--- config.mk ---
export PLATFORM = sky130hd
export DESIGN_NAME = hlr_area_unit
export DESIGN_NICKNAME = d
export VERILOG_FILES = /design/src/rtl/hlr_pkg.sv /design/src/rtl/hlr_area_unit.sv
export SDC_FILE = /design/constraint.sdc
export NUM_CORES = 1
export LEC_CHECK = 0
export BUFFER_PORTS_ARGS = -buffer_cell sky130_fd_sc_hd__buf_2
export CAP_MARGIN = 20
export CORE_MARGIN = 3
export CORE_UTILIZATION = 60
export DETAILED_ROUTE_END_ITERATION = 10
export HOLD_SLACK_MARGIN = 0.12
export PLACE_DENSITY = 0.84
export RECOVER_POWER = 100
export SYNTH_ARGS = -nofsm -noshare
export SYNTH_HDL_FRONTEND = slang
export SYNTH_SLANG_ARGS = --single-unit
--- constraint.sdc ---
create_clock -name clk -period 9.4 [get_ports clk]
set_input_delay 2.82 -clock clk [delete_from_list [all_inputs] [get_ports clk]]
set_output_delay 2.82 -clock clk [all_outputs]
set_load 0.01 [all_outputs]
--- src/rtl/hlr_pkg.sv ---
// ----------------------------------------------------------------------------
// hlr_pkg
// Shared types and constants for the largest-rectangle histogram block.
// ----------------------------------------------------------------------------
package hlr_pkg;

  // Result area width and saturation value
  localparam int unsigned AREA_W   = 26;
  localparam logic [AREA_W-1:0] AREA_MAX = {AREA_W{1'b1}};

  // Bus widths of the stream ports
  localparam int unsigned IN_HEIGHT_W = 16;
  localparam int unsigned IN_TDATA_W  = 16;
  localparam int unsigned OUT_TDATA_W = 32;

  // Control from the sequencer to the area unit
  typedef struct packed {
    logic mul_en;  // score the popped entry this cycle
    logic clear;   // drop the running maximum for the next histogram
  } area_ctl_t;

endpackage

--- src/rtl/hlr_area_unit.sv ---
// ----------------------------------------------------------------------------
// hlr_area_unit
// Shared multiplier: scores one popped bar per request, saturates the area
// and keeps the running maximum of the current histogram.
// ----------------------------------------------------------------------------
module hlr_area_unit #(
  parameter int unsigned HW = 16,
  parameter int unsigned SW = 11
) (
  input  logic                       clk,
  input  logic                       rst_n,
  input  hlr_pkg::area_ctl_t         ctl,
  input  logic [HW-1:0]              height,
  input  logic [SW-1:0]              span,
  output logic                       busy,
  output logic [hlr_pkg::AREA_W-1:0] best
);

  localparam int unsigned PWD = HW + SW;
  localparam int unsigned XW  = (PWD > hlr_pkg::AREA_W) ? PWD : hlr_pkg::AREA_W;

  logic [PWD-1:0]              prod_r;
  logic                        prod_v_r;
  logic [hlr_pkg::AREA_W-1:0]  best_r;
  logic [XW-1:0]               prod_x;
  logic [hlr_pkg::AREA_W-1:0]  area_sat;

  // Saturate the registered product to the area width
  always_comb begin
    prod_x = XW'(prod_r);
    if (prod_x > XW'(hlr_pkg::AREA_MAX)) begin
      area_sat = hlr_pkg::AREA_MAX;
    end else begin
      area_sat = prod_x[hlr_pkg::AREA_W-1:0];
    end
  end

  // Product register
  always_ff @(posedge clk) begin
    if (ctl.mul_en) begin
      prod_r <= PWD'(height) * PWD'(span);
    end
  end

  // Pending flag and running maximum
  always_ff @(posedge clk) begin
    if (!rst_n) begin
      prod_v_r <= 1'b0;
      best_r   <= '0;
    end else begin
      prod_v_r <= ctl.mul_en;
      if (ctl.clear) begin
        best_r <= '0;
      end else if (prod_v_r && (area_sat > best_r)) begin
        best_r <= area_sat;
      end
    end
  end

  assign busy = prod_v_r;
  assign best = best_r;

endmodule

==> results.md, run 1 <==
* Number of enable-type register cells in the synthesized netlist at 27
* Setup crit start kind: input port
* Vias in the first global route at 6,092
* Height of the die at 125 um
* First-pass GRT wire length at 28,900 um
* Async set or reset register ratio after synthesis at 0
* Setup-violating endpoint count in the final report at 0
* Std cell rows at 42
* Routed length per instance at 14.9 um
* Proportion of layout cells with a drive suffix above 1 at 0.0807
* Classification of the worst-slack hold path: reg -> reg
* Maximum fanout encountered on the critical timing path at 16
* Violations in the final reports: capacitance limit, slew limit
* Gate count after technology mapping at 929
* Seq/Total Area, Yosys at 0.159
* Routability congestion estimate from global placement at 0.918
* Fin. Hold Viols at 0
* Slew @ Worst Pin at 2350 ps
* Residual DRC at 0
* Number of antenna violations at the first check in global routing at 0
* Flip-flop and latch count after synthesis at 54
* Longest Clk Path Bufs at 2
* Number of setup buffers added after CTS at 0
* Top achievable clock speed at 121 MHz
* Top cells by instance count after synthesis: inv_1, fa_1, and2_1
* Category of the worst setup path capture point: register
* Slew Viols, Final at 53
* Clock slew seen by the registers of the worst setup and hold paths at 70 ps
* Number of distinct standard cells referenced by the synthesized netlist at 51
* Run status: finished with violations
* Ratio of final minimum period to clock period at 0.880
* Portion of synthesized cell area occupied by the leading cell type at 0.295
* Largest net degree at the start of global routing at 53
* Boundary Pins at 58
* Average via count per standard cell at 5.47
* Die X at 125 um
* Synthesized cell area at 8490 um2
* Maximum VDD drop at 0.000208 V
* Starting density of the core at 0.626
* Buffers on Ports at 57
* HPWL after detailed placement at 13,500 um
* Synthesized net count at 1,176
* Most area-consuming cells after synthesis: fa_1, ha_1, edfxtp_1, inv_1, and2_1
* Unrepaired setup endpoints after global routing: no
* Layout area overhead at 4.36%
* Arrival time at the worst endpoint at 8310 ps
* Hold-fix buffers at CTS at 0
* Critical path class: in -> reg
* First-pass iteration count of the detailed router at 5
* Clock latency reported for the late side of the worst-skew pair at 290 ps
* Placeable core region at 13,600 um2
* Leftover overflow at the end of global routing at 0
* Setup Skew at 8.65 ps
* Cell type with the largest total area after synthesis: fa_1
* Number of inserted filler cells in the final layout at 1,137
* Total vias in the final route at 6,179
* Global-route usage over all layers at 0.219
* Leakage power of the design at 0.00413 uW
* TritonCTS clock tree: yes
* Resized Gates After CTS at 0
* Max-cap violations at 1
* Clock buffers created by TritonCTS at 5
* Setup TNS after final layout at 0 ps
* Full die area at 15,600 um2
* Final-stage net count at 1,200
* Power Dens Cells at 294 nW/um2
* Post-synthesis area per instance at 9.14 um2
* Most common cell in the netlist: inv_1
* Total number of clock tree sinks at 54
* Final critical delay including setup and external delays at 8270 ps
* Cell at the root of the clock tree: clkbuf_16
* DR iter-0 viols at 357
* Deepest level of the CTS H-tree at 2
* Crit path required time at 9440 ps
* Wire length after detailed routing at 16,800 um
* Number of nets with antenna violations after detailed routing at 0
* Yosys synthesis warning count at 0
* Remaining max-slew budget at the tightest pin at -0.569
* # diodes at 0
* Post-route worst hold slack at 487 ps
* Main flop type after synthesis: edfxtp_1
-- cell usage in the layout (no fill, tap or decap), types with 7 or more instances in the layout --
cell and instances:
a211oi_1 14, inv_1 181, fa_1 125, ha_1 91, nor2_1 45, o21ai_0 14
nand4_1 8, a21o_1 7, and2_1 94, a21oi_1 31, nor3_1 10, edfxtp_1 27
nand2_1 91, clkbuf_1 31, nor2b_1 7, buf_2 27, a211oi_2 14, or2_2 25
xnor2_1 13, dfxtp_1 27
-- worst max-delay path, stage by stage --
cell      delay (ps)
clkbuf_1         510
nand2_1          170
fa_1             550
fa_1             530
inv_1             50
ha_1             320
fa_1             560
inv_1             60
fa_1             530
inv_1             50
ha_1             350
nor2b_1          150
a311o_1          200
a31oi_1          220
o41ai_1          790
nor4bb_1         150
a311o_1          300
-- power breakdown --
part	leakage (uW)	switching, uW	internal (uW)
sequential	0.000483	15.8	407
clock	0.0000664	84.2	99.7
combinational	0.00358	1160	839
total	0.00413	1260	1350
-- final timing paths --
kind | from | endpoint | slack [ps] | cells after the start
max | span[4] | prod_r[25] | 1130 | 17
min | best[7] | best[7] | 490 | 2
max reg2reg | prod_r[26] | best[8] | 4530 | 10
min reg2reg | best[7] | best[7] | 490 | 2
-- area by class of cell --
class	count	area, um2	area share
Multi-Input combinational cell	652	6200	0.700
Clock inverter	3	23.8	0.00268
Inverter	181	679	0.0767
Timing Repair Buffer	59	259	0.0292
Clock buffer	5	125	0.0141
Sequential cell	54	1350	0.152
Tap cell	176	220	0.0248
-- kinds of logic (layout without fill, tap and decap cells) --
logic type / count (synthesis) / count (layout) / share of synthesized area
adder cells (fa/ha/maj): 216 / 216 / 0.429
AND/OR/NAND/NOR: 304 / 304 / 0.184
buffers and inverters: 223 / 248 / 0.102
XOR/XNOR: 19 / 19 / 0.0196
flip-flops: 54 / 54 / 0.159
multiplexers: 2 / 2 / 0.00236
AO/OA/AOI/OAI: 111 / 111 / 0.104
-- registers in the layout, summed over array words and instances (netlist names) --
| name | count |
|---|---|
| busy | 1 |
| best | 26 |
| prod_r | 27 |
-- routing by layer --
layer	global-route usage	up-vias	wire, um
met4	0.0415	0	238
met2	0.360	250	7550
met3	0.0324	22	1310
met1	0.315	2939	7710
li1	-	2968	-
met5	0	-	0
-- stage by stage --
step	cell area, um2	std cells	total power (uW)	setup WS, ps	util
floorplan	8490	929	2040	1760	-
global placement	8830	1122	2370	1450	0.651
detailed placement	8830	1122	2440	1330	0.651
CTS	8970	1130	2640	1630	0.662
global route	8860	1130	2920	899	0.654
finish	8860	1130	2610	1130	0.654
Note: power is estimated with default switching activity, not from simulation.
==> run 2, diff against run 1 <==
==> constraint.sdc (replaced) <==
create_clock -name clk -period 9.4 [get_ports clk]
set_input_delay 0.94 -clock clk [delete_from_list [all_inputs] [get_ports clk]]
set_output_delay 0.94 -clock clk [all_outputs]
set_load 0.01 [all_outputs]
==> results.md, run 2 (same netlist as run 1, synthesis figures left out) <==
* Run status: finished with violations
* Violations in the final reports: capacitance limit, slew limit
* Maximum VDD drop at 0.000195 V (-6.4%)
* Arrival time at the worst endpoint at 6430 ps (-1880 ps)
* Setup TNS after final layout at 0 ps (unchanged)
* R2r worst-path depth at 10 (unchanged)
* Boundary Pins at 58 (unchanged)
* Post-route standard cell area excluding fillers at 8850 um2 (-0.11%)
* Final-stage net count at 1,200 (unchanged)
* Leakage power of the design at 0.00414 uW (+0.18%)
* # diodes at 0 (unchanged)
* Die X at 125 um (unchanged)
* Total number of clock tree sinks at 54 (unchanged)
* Ratio of final minimum period to clock period at 0.680 (-0.200)
* Longest Clk Path Bufs at 2 (unchanged)
* Cell at the root of the clock tree: clkbuf_16
* Setup Skew at 3.85 ps (-4.80 ps)
* Remaining max-slew budget at the tightest pin at -0.492 (+0.0772)
* Most common library cell in the layout ignoring fill and taps: inv_1
* Critical R2R Launch: prod_r[26]
* Top achievable clock speed at 157 MHz (+29%)
* Clock slew seen by the registers of the worst setup and hold paths at 70 ps (about the same)
* Number of setup buffers added after CTS at 0 (unchanged)
* Crit path capture: prod_r[25]
* DR iter-0 viols at 265 (-26%)
* Resized Gates After CTS at 0 (unchanged)
* Routed length per instance at 14.9 um (+0.32%)
* Slew Viols, Final at 53 (unchanged)
* Capture instance of the worst register-to-register path: best[19]
* Unrepaired setup endpoints after global routing: no
* Total power after layout at 2610 uW (about the same)
* Vias in the first global route at 6,219 (+2.1%)
* Height of the die at 125 um (unchanged)
* Average via count per standard cell at 5.45 (-0.42%)
* Full die area at 15,600 um2 (unchanged)
* Largest net degree at the start of global routing at 53 (unchanged)
* Leftover overflow at the end of global routing at 0 (unchanged)
* Clock latency reported for the late side of the worst-skew pair at 290 ps (about the same)
* TritonCTS clock tree: yes
* Proportion of layout cells with a drive suffix above 1 at 0.0776 (-0.00314)
* Max-cap violations at 1 (unchanged)
* Global-route usage over all layers at 0.221 (+0.00158)
* Number of antenna violations at the first check in global routing at 0 (unchanged)
* Slew @ Worst Pin at 2240 ps (-116 ps)
* Residual DRC at 0 (unchanged)
* First element of the critical path: span[4]
* Category of the worst setup path capture point: register
* Critical path class: in -> reg
* Clock buffers created by TritonCTS at 5 (unchanged)
* Layout area overhead at 4.24%
* Max reg flops at 27 (unchanged)
* Placeable core region at 13,600 um2 (unchanged)
* Number of nets with antenna violations after detailed routing at 0 (unchanged)
* Leading cell types in the layout, fill and taps excluded: inv_1, fa_1, and2_1
* First-pass iteration count of the detailed router at 4 (-1)
* Final critical delay including setup and external delays at 6390 ps (-1880 ps)
* Routability congestion estimate from global placement at 0.918 (about the same)
* Setup crit start kind: input port
* Cell area after placement at 8830 um2 (unchanged)
* Buffers on Ports at 57 (unchanged)
* Hold-fix buffers at CTS at 0 (unchanged)
* Classification of the worst-slack hold path: reg -> reg
* Power Dens Cells at 295 nW/um2 (+0.11%)
* Fin. Hold Viols at 0 (unchanged)
* HPWL after detailed placement at 13,700 um (+1.4%)
* Crit path required time at 9450 ps (about the same)
* Wire length after detailed routing at 16,900 um (+0.32%)
* Setup-violating endpoint count in the final report at 0 (unchanged)
* Worst-case register-to-register setup slack at 4550 ps (+20 ps)
* First-pass GRT wire length at 28,900 um (+0.21%)
* Post-route worst hold slack at 487 ps (-0.193 ps)
* Total vias in the final route at 6,153 (-0.42%)
* Starting density of the core at 0.626 (unchanged)
* Deepest level of the CTS H-tree at 2 (unchanged)
* Largest reg by FF count: prod_r
* Std cell rows at 42 (unchanged)
* Maximum fanout encountered on the critical timing path at 16 (unchanged)
[run 2: changes by cell type in the layout (fill, tap and decap cells not counted)]
| cell | before | now |
|---|---|---|
| clkinv_4 | 0 | 1 |
| a211oi_2 | 14 | 11 |
| clkinvlp_4 | 2 | 0 |
| a211oi_1 | 14 | 17 |
| inv_8 | 0 | 1 |
[run 2: how the worst min path moves through the flow]
stage,slack (ps),start,end,depth (start not counted)
2_1_floorplan,500,best[7],best[7],2
3_3_place_gp,480,best[7],best[7],2
3_5_place_dp,490,best[6],best[6],2
4_1_cts,500,best[6],best[6],2
5_1_grt,520,best[2],best[2],2
6_report,490,best[22],best[22],2
[run 2: area by class of cell]
cell class | count | area [um2]
multi-input combinational | 652 | 6190
fill | 1132 | 4700
sequential | 54 | 1350
inverter | 181 | 679
timing repair buffer | 59 | 259
tap | 176 | 220
clock buffer | 5 | 125
clock inverter | 3 | 28.8
[run 2: where the power goes]
group	internal, uW	switching (uW)
clock network	102	85.1
registers	407	15.5
logic	838	1160
total	1350	1260
[run 2: critical path, cell delays in order]
cell and delay (ps):
clkbuf_1 520, nand2_1 190, fa_1 550, fa_1 510, inv_1 50, ha_1 320
fa_1 540, inv_1 50, fa_1 530, inv_1 40, ha_1 350, a21oi_1 80
nor2b_1 110, a311o_1 210, a31oi_1 220, o41ai_1 790, nor4bb_1 150, a311o_1 300
[run 2: per-layer routing]
| metal | wire length [um] | track usage | vias up |
|---|---|---|---|
| li1 | - | - | 2973 |
| met3 | 1210 | 0.0375 | 23 |
| met2 | 7780 | 0.368 | 218 |
| met1 | 7650 | 0.311 | 2939 |
| met4 | 225 | 0.0389 | 0 |
| met5 | 0 | 0 | - |
[run 2: metrics by stage]
stage	setup slack [ps]	std cells	util
after CTS	3470	1130	0.662
final	3010	1130	0.653
after detailed placement	3160	1122	0.651
after floorplan	3640	929	-
after global placement	3330	1122	0.651
after global routing	2730	1130	0.653
