`src/rtl/hlr_ram.sv`:
```
// ----------------------------------------------------------------------------
// hlr_ram
// Generic single-clock RAM, one write port and one registered read port.
// ----------------------------------------------------------------------------
module hlr_ram #(
  parameter int unsigned WIDTH = 8,
  parameter int unsigned DEPTH = 16
) (
  input  logic                     clk,
  input  logic                     wr_en,
  input  logic [$clog2(DEPTH)-1:0] wr_addr,
  input  logic [WIDTH-1:0]         wr_data,
  input  logic                     rd_en,
  input  logic [$clog2(DEPTH)-1:0] rd_addr,
  output logic [WIDTH-1:0]         rd_data
);

  logic [WIDTH-1:0] mem [DEPTH];

  // Write port
  always_ff @(posedge clk) begin
    if (wr_en) begin
      mem[wr_addr] <= wr_data;
    end
  end

  // Registered read port
  always_ff @(posedge clk) begin
    if (rd_en) begin
      rd_data <= mem[rd_addr];
    end
  end

endmodule

```
`config.mk`:
```
export PLATFORM = sky130hd
export DESIGN_NAME = hlr_ram
export DESIGN_NICKNAME = d
export VERILOG_FILES = /design/src/rtl/hlr_ram.sv
export SDC_FILE = /design/constraint.sdc
export NUM_CORES = 1
export LEC_CHECK = 0
export ABC_AREA = 1
export BUFFER_PORTS_ARGS = -buffer_cell sky130_fd_sc_hd__buf_4
export CORE_MARGIN = 3
export CORE_UTILIZATION = 45
export DETAILED_ROUTE_END_ITERATION = 10
export REMOVE_ABC_BUFFERS = 1
export SYNTH_ARGS = -nofsm -noshare
export SYNTH_HDL_FRONTEND = slang
export SYNTH_SLANG_ARGS = --single-unit
```
`constraint.sdc`:
```
create_clock -name clk -period 1.1 [get_ports clk]
set_input_delay 0.22 -clock clk [delete_from_list [all_inputs] [get_ports clk]]
set_output_delay 0.22 -clock clk [all_outputs]
set_load 0.02 [all_outputs]
```
==> results.toml, run 1 <==
[worst_setup_path]
crit_chain = "buf_6"
crit_buf_inv = 1
cp-end-kind = "output port"
cp-start-kind = "register"
slowest_stage = "edfxtp_1"
cp_max_fo = 1
critPathRequiredTime_ps = 880
critPathTopFamily = "flip-flops"
arrival_ps = 1000
worstSetupPathType = "register to output port"
crit_path_max_incr_delay_ps = 430

[run_status]
status = "complete, but fails checks"
failed_checks = "setup timing"

[die]
start_util = 0.461
row_count = 41
core_area_um2 = 12700
fp.dieW_um = 120
chipHeight_um = 120
ios = 27
die-area_um2 = 14400

[power_and_ir_drop]
peakVddDrop_v = 0.000849
switching_share = 0.213
pwr-share-seq = 0.478
power_density_nw_per_um2 = 1720
power.internal_uw = 9680
p_switching_uw = 2620
clkPwrFrac = 0.454
p_leak_uw = 0.00307
comb_power_share = 0.069

[synthesis]
synth-seq-cells = 136
yosys-top-cells-area = "edfxtp_1 (70%), nand2_1 (11%), nand3_1 (8.3%), inv_1 (6.4%), buf_6 (1.2%)"
synth_area_um2 = 5850
synth_top_cell_by_area = "edfxtp_1"
syn_inst = 551
yosys_warnings = 0
yosys.cell_types.count = 11
synth_top_area_frac = 0.698
yosysSeqAreaShare = 0.698
avgSynthCellArea_um2 = 10.6

[global_routing]
grt_overflow = 0
grt_usage = 0.185
grt_pass1_wl_mm = 20.1
grt_start_max_net_pins = 34
grt_pass1_vias = 3692
antenna_found_initial = 0

[sta]
drv_slew = 0
fin_skew_ps = 4.43
slew_headroom = 0.703
fin_crit_sh = 1.11
hold_viol = 0
rsz0062_at_grt = "true"
layout_setup_ws_ps = -118
setup_viol = 8
holdWs_ps = 118
worst_pin_slew_ps = 446
fmax_mhz = 821
finalCriticalPeriod_ps = 1220

[clock_tree]
cts.root.buffer_cell = "clkbuf_16"
cts_sinks = 136
cts_tree = "yes"
cts_inserted_buffers = 17
htree_levels = 4
path_clk_slew_ps = 50
clockBufferDepth = 2
clk_latency_ps = 400

[layout]
post-route-cell-area_um2 = 7130
diodes = 0
final_common_cell = "nand2_1"
drive_gt1_frac = 0.181
layout.nets = 620
final_cell_mix = "nand2_1 (171), edfxtp_1 (136), inv_1 (100)"
area_growth_pct = 22.0

[placed_design]
place_congestion = 0.798
placed_area_um2 = 6410
hpwlAfterDp_mm = 8.08
port-buffer-count = 26

[route]
drt_iter0_markers = 271
vias_per_cell = 4.80
vias = 3766
drtAntennaViolNets = 0
wl_per_cell_um = 16.0
routed_wl_mm = 12.5
drtPass1Iterations = 4
drc = 0

[run]
cap_violations = 0

[hold_path]
hold_class = "primary input to register"
-- cell families after synthesis --
family,after synthesis,share of synthesized area
buffers and inverters,126,0.0939
and+or+nand+nor,289,0.208
DFF,136,0.698
-- stage by stage --
step	setup TNS (ps)	cells	worst slack, ps	util	power (µW)
after global placement	-8250	754	-309	0.506	6770
after global routing	-894	785	-153	0.563	12700
after detailed placement	-9770	754	-309	0.506	6780
final	-520	785	-118	0.563	12300
after CTS	-655	785	-129	0.555	12300
after floorplan	-8100	527	-241	-	6320
-- cell usage after synthesis --
cell type	count
inv_2	2
buf_1	1
edfxtp_1	136
buf_6	6
nand2_1	173
nand3_1	97
inv_1	100
nor2_1	17
nand3b_1	2
buf_2	13
buf_4	4
-- path summary, 6_finish.rpt --
check | start | end | slack (ps) | cells past startpoint
max | rd_data[0]$_DFFE_PP_ | rd_data[0] | -120 | 1
min | wr_data[6] | mem[9][6]$_DFFE_PP_ | 120 | 1
max reg2reg | mem[15][7]$_DFFE_PP_ | rd_data[7]$_DFFE_PP_ | 40 | 6
min reg2reg | mem[15][4]$_DFFE_PP_ | rd_data[4]$_DFFE_PP_ | 730 | 6
-- power groups by stage --
stage	sequential (µW)	combinational [µW]	clock [µW]
floorplan	6000	313	0
global placement	5980	795	0
detailed placement	5980	802	0
CTS	5880	823	5620
global route	5890	932	5860
finish	5880	843	5580
-- per-layer routing --
layer	wire (µm)	global-route usage	vias to the layer above
met5	0	0	-
met4	158	0.0659	0
li1	-	-	1877
met1	5240	0.240	1797
met2	6550	0.313	84
met3	600	0.0353	8
-- what timing repair did --
action                                  CTS  global route
resized for setup                        10            21
pin swaps                                 1            24
buffers inserted                          0             0
hold buffers                              0             0
endpoints found under the setup margin    9            16
-- layout make-up --
type | instances | area, µm²
Clock inverter | 14 | 159
Timing Repair Buffer | 55 | 543
Multi-Input combinational cell | 289 | 1320
Inverter | 102 | 383
Clock buffer | 17 | 425
Sequential cell | 136 | 4080
Fill cell | 1055 | 5540
Tap cell | 172 | 215
-- flip-flops by register name (all words and copies together) (netlist names) --
| register | cells |
|---|---|
| mem | 128 |
| rd_data | 8 |
(Power assumes the default switching activity.)
==> run 2: changes to the inputs <==
ABC_AREA = 0   (was 1)
==> results.toml, run 2 <==
[layout]
fill_cells = 807
diodes = 0
reg.largest.list = "mem (128), rd_data (8)"
area_growth_pct = 23.8
layout.nets = 318
post-route-cell-area_um2 = 6470
layoutNonFillerInstCount = 452
largest_register_ffs = 128
fin_util = 0.584
largest_register = "mem"
drive_gt1_frac = 0.436
final_cell_mix = "edfxtp_1 (136), buf_4 (46), mux4_2 (28)"
final_common_cell = "edfxtp_1"

[global_routing]
grt_start_max_net_pins = 19
grt_usage = 0.171
grt_overflow = 0
grt_pass1_wl_mm = 15.8
antenna_found_initial = 0
grt_pass1_vias = 2696

[worst_setup_path]
arrival_ps = 1560
cp-start-kind = "register"
cp-end-kind = "register"
critPathRequiredTime_ps = 1250
cp_max_fo = 1
worstSetupPathType = "register to register"

[route]
vias_per_cell = 5.56
drtPass1Iterations = 4
routed_wl_mm = 9.93
drc = 0
wl_per_cell_um = 22.0
drtAntennaViolNets = 0
drt_iter0_markers = 194
vias = 2515

[synthesis]
yosys.cell_types.count = 18
synthFlopType = "edfxtp_1"
synth_area_um2 = 5230
async_reset_ff_frac = 0
synth_top_area_frac = 0.781
syn_inst = 229
synth-edff-count = 136
yosysSeqAreaShare = 0.781
synth_commonest_cells = "edfxtp_1 (136), mux4_2 (18), a22oi_1 (16)"
synth_top_cell_by_area = "edfxtp_1"
yosys-top-cells-area = "edfxtp_1 (78%), mux4_2 (7.8%), mux4_1 (7.0%), a22oi_1 (2.3%), nor2_1 (0.93%)"
synth-seq-cells = 136
synth_most_common_cell = "edfxtp_1"
yosys_warnings = 0
avgSynthCellArea_um2 = 22.8

[sta]
hold_viol = 0
fmax_mhz = 711
finalCriticalPeriod_ps = 1410
fin_crit_sh = 1.28
rsz0062_at_grt = "true"
layout_setup_ws_ps = -306
fin_skew_ps = 4.49
setup_viol = 16
drv_slew = 0
worst_pin_slew_ps = 958
slew_headroom = 0.359

[die]
ios = 27
core_area_um2 = 11100
die-area_um2 = 12900
fp.dieW_um = 114
row_count = 38
start_util = 0.472
chipHeight_um = 114

[hold_path]
hold_class = "primary input to register"

[run]
cap_violations = 0

[power_and_ir_drop]
power_density_nw_per_um2 = 1820
peakVddDrop_v = 0.000810
p_leak_uw = 0.00217
fin_total_pwr_uw = 11800

[placed_design]
dp.cells = 420
port-buffer-count = 26
place_congestion = 0.707
hpwlAfterDp_mm = 6.63
preCtsSetupSlack_ps = -676
placed_area_um2 = 5840

[clock_tree]
postCtsSetupRepairBufs = 0
holdBufCountCts = 0
htree_levels = 4
path_clk_slew_ps = 60
cts_tree = "yes"
cts.root.buffer_cell = "clkbuf_16"
cts_sinks = 136
cts_inserted_buffers = 17
clockBufferDepth = 2
clk_latency_ps = 410

[run_status]
failed_checks = "setup timing"
status = "complete, but fails checks"
==> run 2: per-stage QoR <==
step / setup TNS (ps) / hold WS, ps
floorplan: -26940 / 319
global placement: -33970 / 532
detailed placement: -34990 / 540
CTS: -3010 / 108
global route: -3520 / 109
finish: -2790 / 114
==> run 2: kinds of logic after synthesis <==
family | count (synthesis) | synth area share
simple gates | 35 | 0.0314
buf+inv | 10 | 0.0165
mux | 32 | 0.148
compound gates | 16 | 0.0230
flops | 136 | 0.781
==> run 2: final timing paths <==
path	cells past startpoint	from	slack, ps	endpoint
worst max-delay path	3	mem[11][2]$_DFFE_PP_	-310	rd_data[2]$_DFFE_PP_
worst min-delay path	1	wr_data[0]	110	mem[5][0]$_DFFE_PP_
worst max register to register	3	mem[11][2]$_DFFE_PP_	-310	rd_data[2]$_DFFE_PP_
worst min register to register	3	mem[6][6]$_DFFE_PP_	750	rd_data[6]$_DFFE_PP_
==> run 2: critical path: stages (launching register included) <==
cell and delay (ps):
edfxtp_1 360, mux4_2 490, a22oi_2 230, nand2_1 70
==> run 2: area by class of cell <==
| class | count | area [µm²] | share of cell area |
|---|---|---|---|
| Timing Repair Buffer | 61 | 558 | 0.0863 |
| Sequential cell | 136 | 4080 | 0.631 |
| Multi-Input combinational cell | 83 | 1090 | 0.169 |
| Clock buffer | 18 | 429 | 0.0663 |
| Clock inverter | 14 | 129 | 0.0199 |
| Tap cell | 140 | 175 | 0.0271 |
==> run 2: metal layers <==
| metal | up-vias | track usage | share of wire |
|---|---|---|---|
| met4 | 0 | 0.0657 | 0.015 |
| met1 | 1320 | 0.230 | 0.44 |
| li1 | 1117 | - | - |
| met3 | 13 | 0.0584 | 0.055 |
| met2 | 65 | 0.260 | 0.49 |
| met5 | - | 0 | 0 |
==> run 2: repair_timing <==
action                                 4_1_cts  5_1_grt
resized for setup                           28        7
setup endpoints to repair                   21       29
pin swaps                                   11        3
cloned                                       0        0
endpoints found under the hold margin        0        0
==> run 2: where the power goes <==
group,total [µW],switching (µW),leakage (µW),internal (µW)
Combinational,702,354,0.000672,348
Sequential,5880,39.8,0.00124,5840
Clock,5180,2070,0.000266,3110
==> run 3: changes to the inputs <==
SETUP_SLACK_MARGIN = 0.5   (was not set)
SLEW_MARGIN = 20   (was not set)
==> results.toml, run 3 (synthesized netlist as in run 2, its figures left out) <==
[run_status]
status = "complete, but fails checks"
failed_checks = "setup timing"

[worst_setup_path]
worstSetupPathType = "register to register"
rr_worst_depth = 3
arrival_ps = 1560
crit_buf_inv = 0
slowest_stage = "mux4_2"
crit_cells = 3
crit_chain = "mux4_2 -> a22oi_2 -> nand2_1"
crit_path_max_incr_delay_ps = 490
cp-end-kind = "register"
critPathTopFamily = "multiplexers"
cp_max_fo = 1
critPathRequiredTime_ps = 1260
cp-start-kind = "register"

[global_routing]
grt_pass1_vias = 2711
grt_usage = 0.173
grt_start_max_net_pins = 19
grt_overflow = 0
antenna_found_initial = 0
grt_pass1_wl_mm = 15.9

[die]
chipHeight_um = 114
fp.dieW_um = 114
ios = 27
start_util = 0.472
die-area_um2 = 12900
core_area_um2 = 11100
row_count = 38

[sta]
slew_headroom = 0.346
tns_ps = -2820
drv_slew = 0
fmax_mhz = 710
worst_pin_slew_ps = 977
layout_setup_ws_ps = -308
rsz0062_at_grt = "true"
fin_crit_sh = 1.28
fin_skew_ps = 5.58
setup_viol = 16
hold_viol = 0
finalCriticalPeriod_ps = 1410

[route]
wl_per_cell_um = 22.5
routed_wl_mm = 10.2
drtAntennaViolNets = 0
drc = 0
vias_per_cell = 5.59
drtPass1Iterations = 4
vias = 2537
drt_iter0_markers = 210

[placed_design]
preCtsSetupSlack_ps = -676
place_congestion = 0.707
placed_area_um2 = 5840
hpwlAfterDp_mm = 6.63
port-buffer-count = 26

[power_and_ir_drop]
power_density_nw_per_um2 = 1770
clkPwrFrac = 0.439
peakVddDrop_v = 0.000813
pwr-share-seq = 0.496
switching_share = 0.212
power.internal_uw = 9340
p_switching_uw = 2510
p_leak_uw = 0.00223
comb_power_share = 0.065

[hold_path]
hold-path-cell-count = 1
hold_class = "primary input to register"

[clock_tree]
htree_levels = 4
clockBufferDepth = 2
cts.root.buffer_cell = "clkbuf_16"
cts_sinks = 136
path_clk_slew_ps = 60
clk_latency_ps = 410
cts_tree = "yes"
cts_inserted_buffers = 17

[layout]
final_cell_mix = "edfxtp_1 (136), buf_6 (29), mux4_2 (28)"
final_common_cell = "edfxtp_1"
reg.largest.list = "mem (128), rd_data (8)"
area_growth_pct = 28.0
layout.nets = 320
drive_gt1_frac = 0.490
diodes = 0
largest_register_ffs = 128
post-route-cell-area_um2 = 6690
fin_util = 0.604
largest_register = "mem"

[run]
cap_violations = 0
[run 3: cell types whose count changed in the layout (fill, tap and decap cells not counted), moves of 2 or more]
cell,before,now
nor3_4,0,2
nor2_4,0,5
nor3_1,3,0
buf_6,10,29
nand2b_4,0,2
nand2b_1,2,0
nor2_2,0,5
buf_4,46,26
nor2_1,13,3
buf_8,0,2
[run 3: worst paths after layout]
path,startpoint,end,slack (ps)
worst max-delay path,mem[11][2]$_DFFE_PP_,rd_data[2]$_DFFE_PP_,-310
worst min-delay path,wr_data[0],mem[5][0]$_DFFE_PP_,110
worst max register to register,mem[11][2]$_DFFE_PP_,rd_data[2]$_DFFE_PP_,-310
worst min register to register,mem[6][6]$_DFFE_PP_,rd_data[6]$_DFFE_PP_,750
[run 3: repair_timing]
| action | in CTS | in global routing |
|---|---|---|
| endpoints found under the hold margin | 0 | 0 |
| pin swaps | 20 | 6 |
| setup buffers | 1 | 1 |
| hold buffers | 0 | 0 |
| resized for setup | 74 | 11 |
| endpoints found under the setup margin | 144 | 144 |
[run 3: routing by layer]
| layer | global-route usage | part of all wire | vias to the layer above |
|---|---|---|---|
| met5 | 0 | 0 | - |
| met4 | 0.0657 | 0.015 | 0 |
| met3 | 0.0573 | 0.048 | 12 |
| met2 | 0.264 | 0.49 | 73 |
| met1 | 0.233 | 0.44 | 1335 |
| li1 | - | - | 1117 |
[run 3: power by group through the flow]
| stage | Clock, µW | Sequential, µW | Combinational, µW |
|---|---|---|---|
| floorplan | 0 | 6000 | 233 |
| CTS | 5290 | 5880 | 753 |
| finish | 5200 | 5880 | 768 |
| global placement | 0 | 5980 | 648 |
| global route | 5530 | 5890 | 828 |
| detailed placement | 0 | 5980 | 654 |
[run 3: worst register-to-register path, delay by kind of cell (launching register included)]
family	cells	cell delay (ps)
multiplexers	1	490
flip-flops	1	360
AND/OR/NAND/NOR	1	70
AO/OA/AOI/OAI	1	240
[run 3: through the flow]
stage / instances / total power, µW / hold WS (ps)
2_1_floorplan: 219 / 6230 / 319
3_3_place_gp: 420 / 6630 / 532
3_5_place_dp: 420 / 6640 / 540
4_1_cts: 453 / 11900 / 108
5_1_grt: 454 / 12200 / 109
6_report: 454 / 11800 / 113
[run 3: final cells by class]
| type | count | area [µm²] |
|---|---|---|
| tap | 140 | 175 |
| fill | 777 | 4390 |
| timing repair buffer | 63 | 672 |
| clock buffer | 18 | 429 |
| multi-input combinational | 83 | 1200 |
| sequential | 136 | 4080 |
| clock inverter | 14 | 129 |
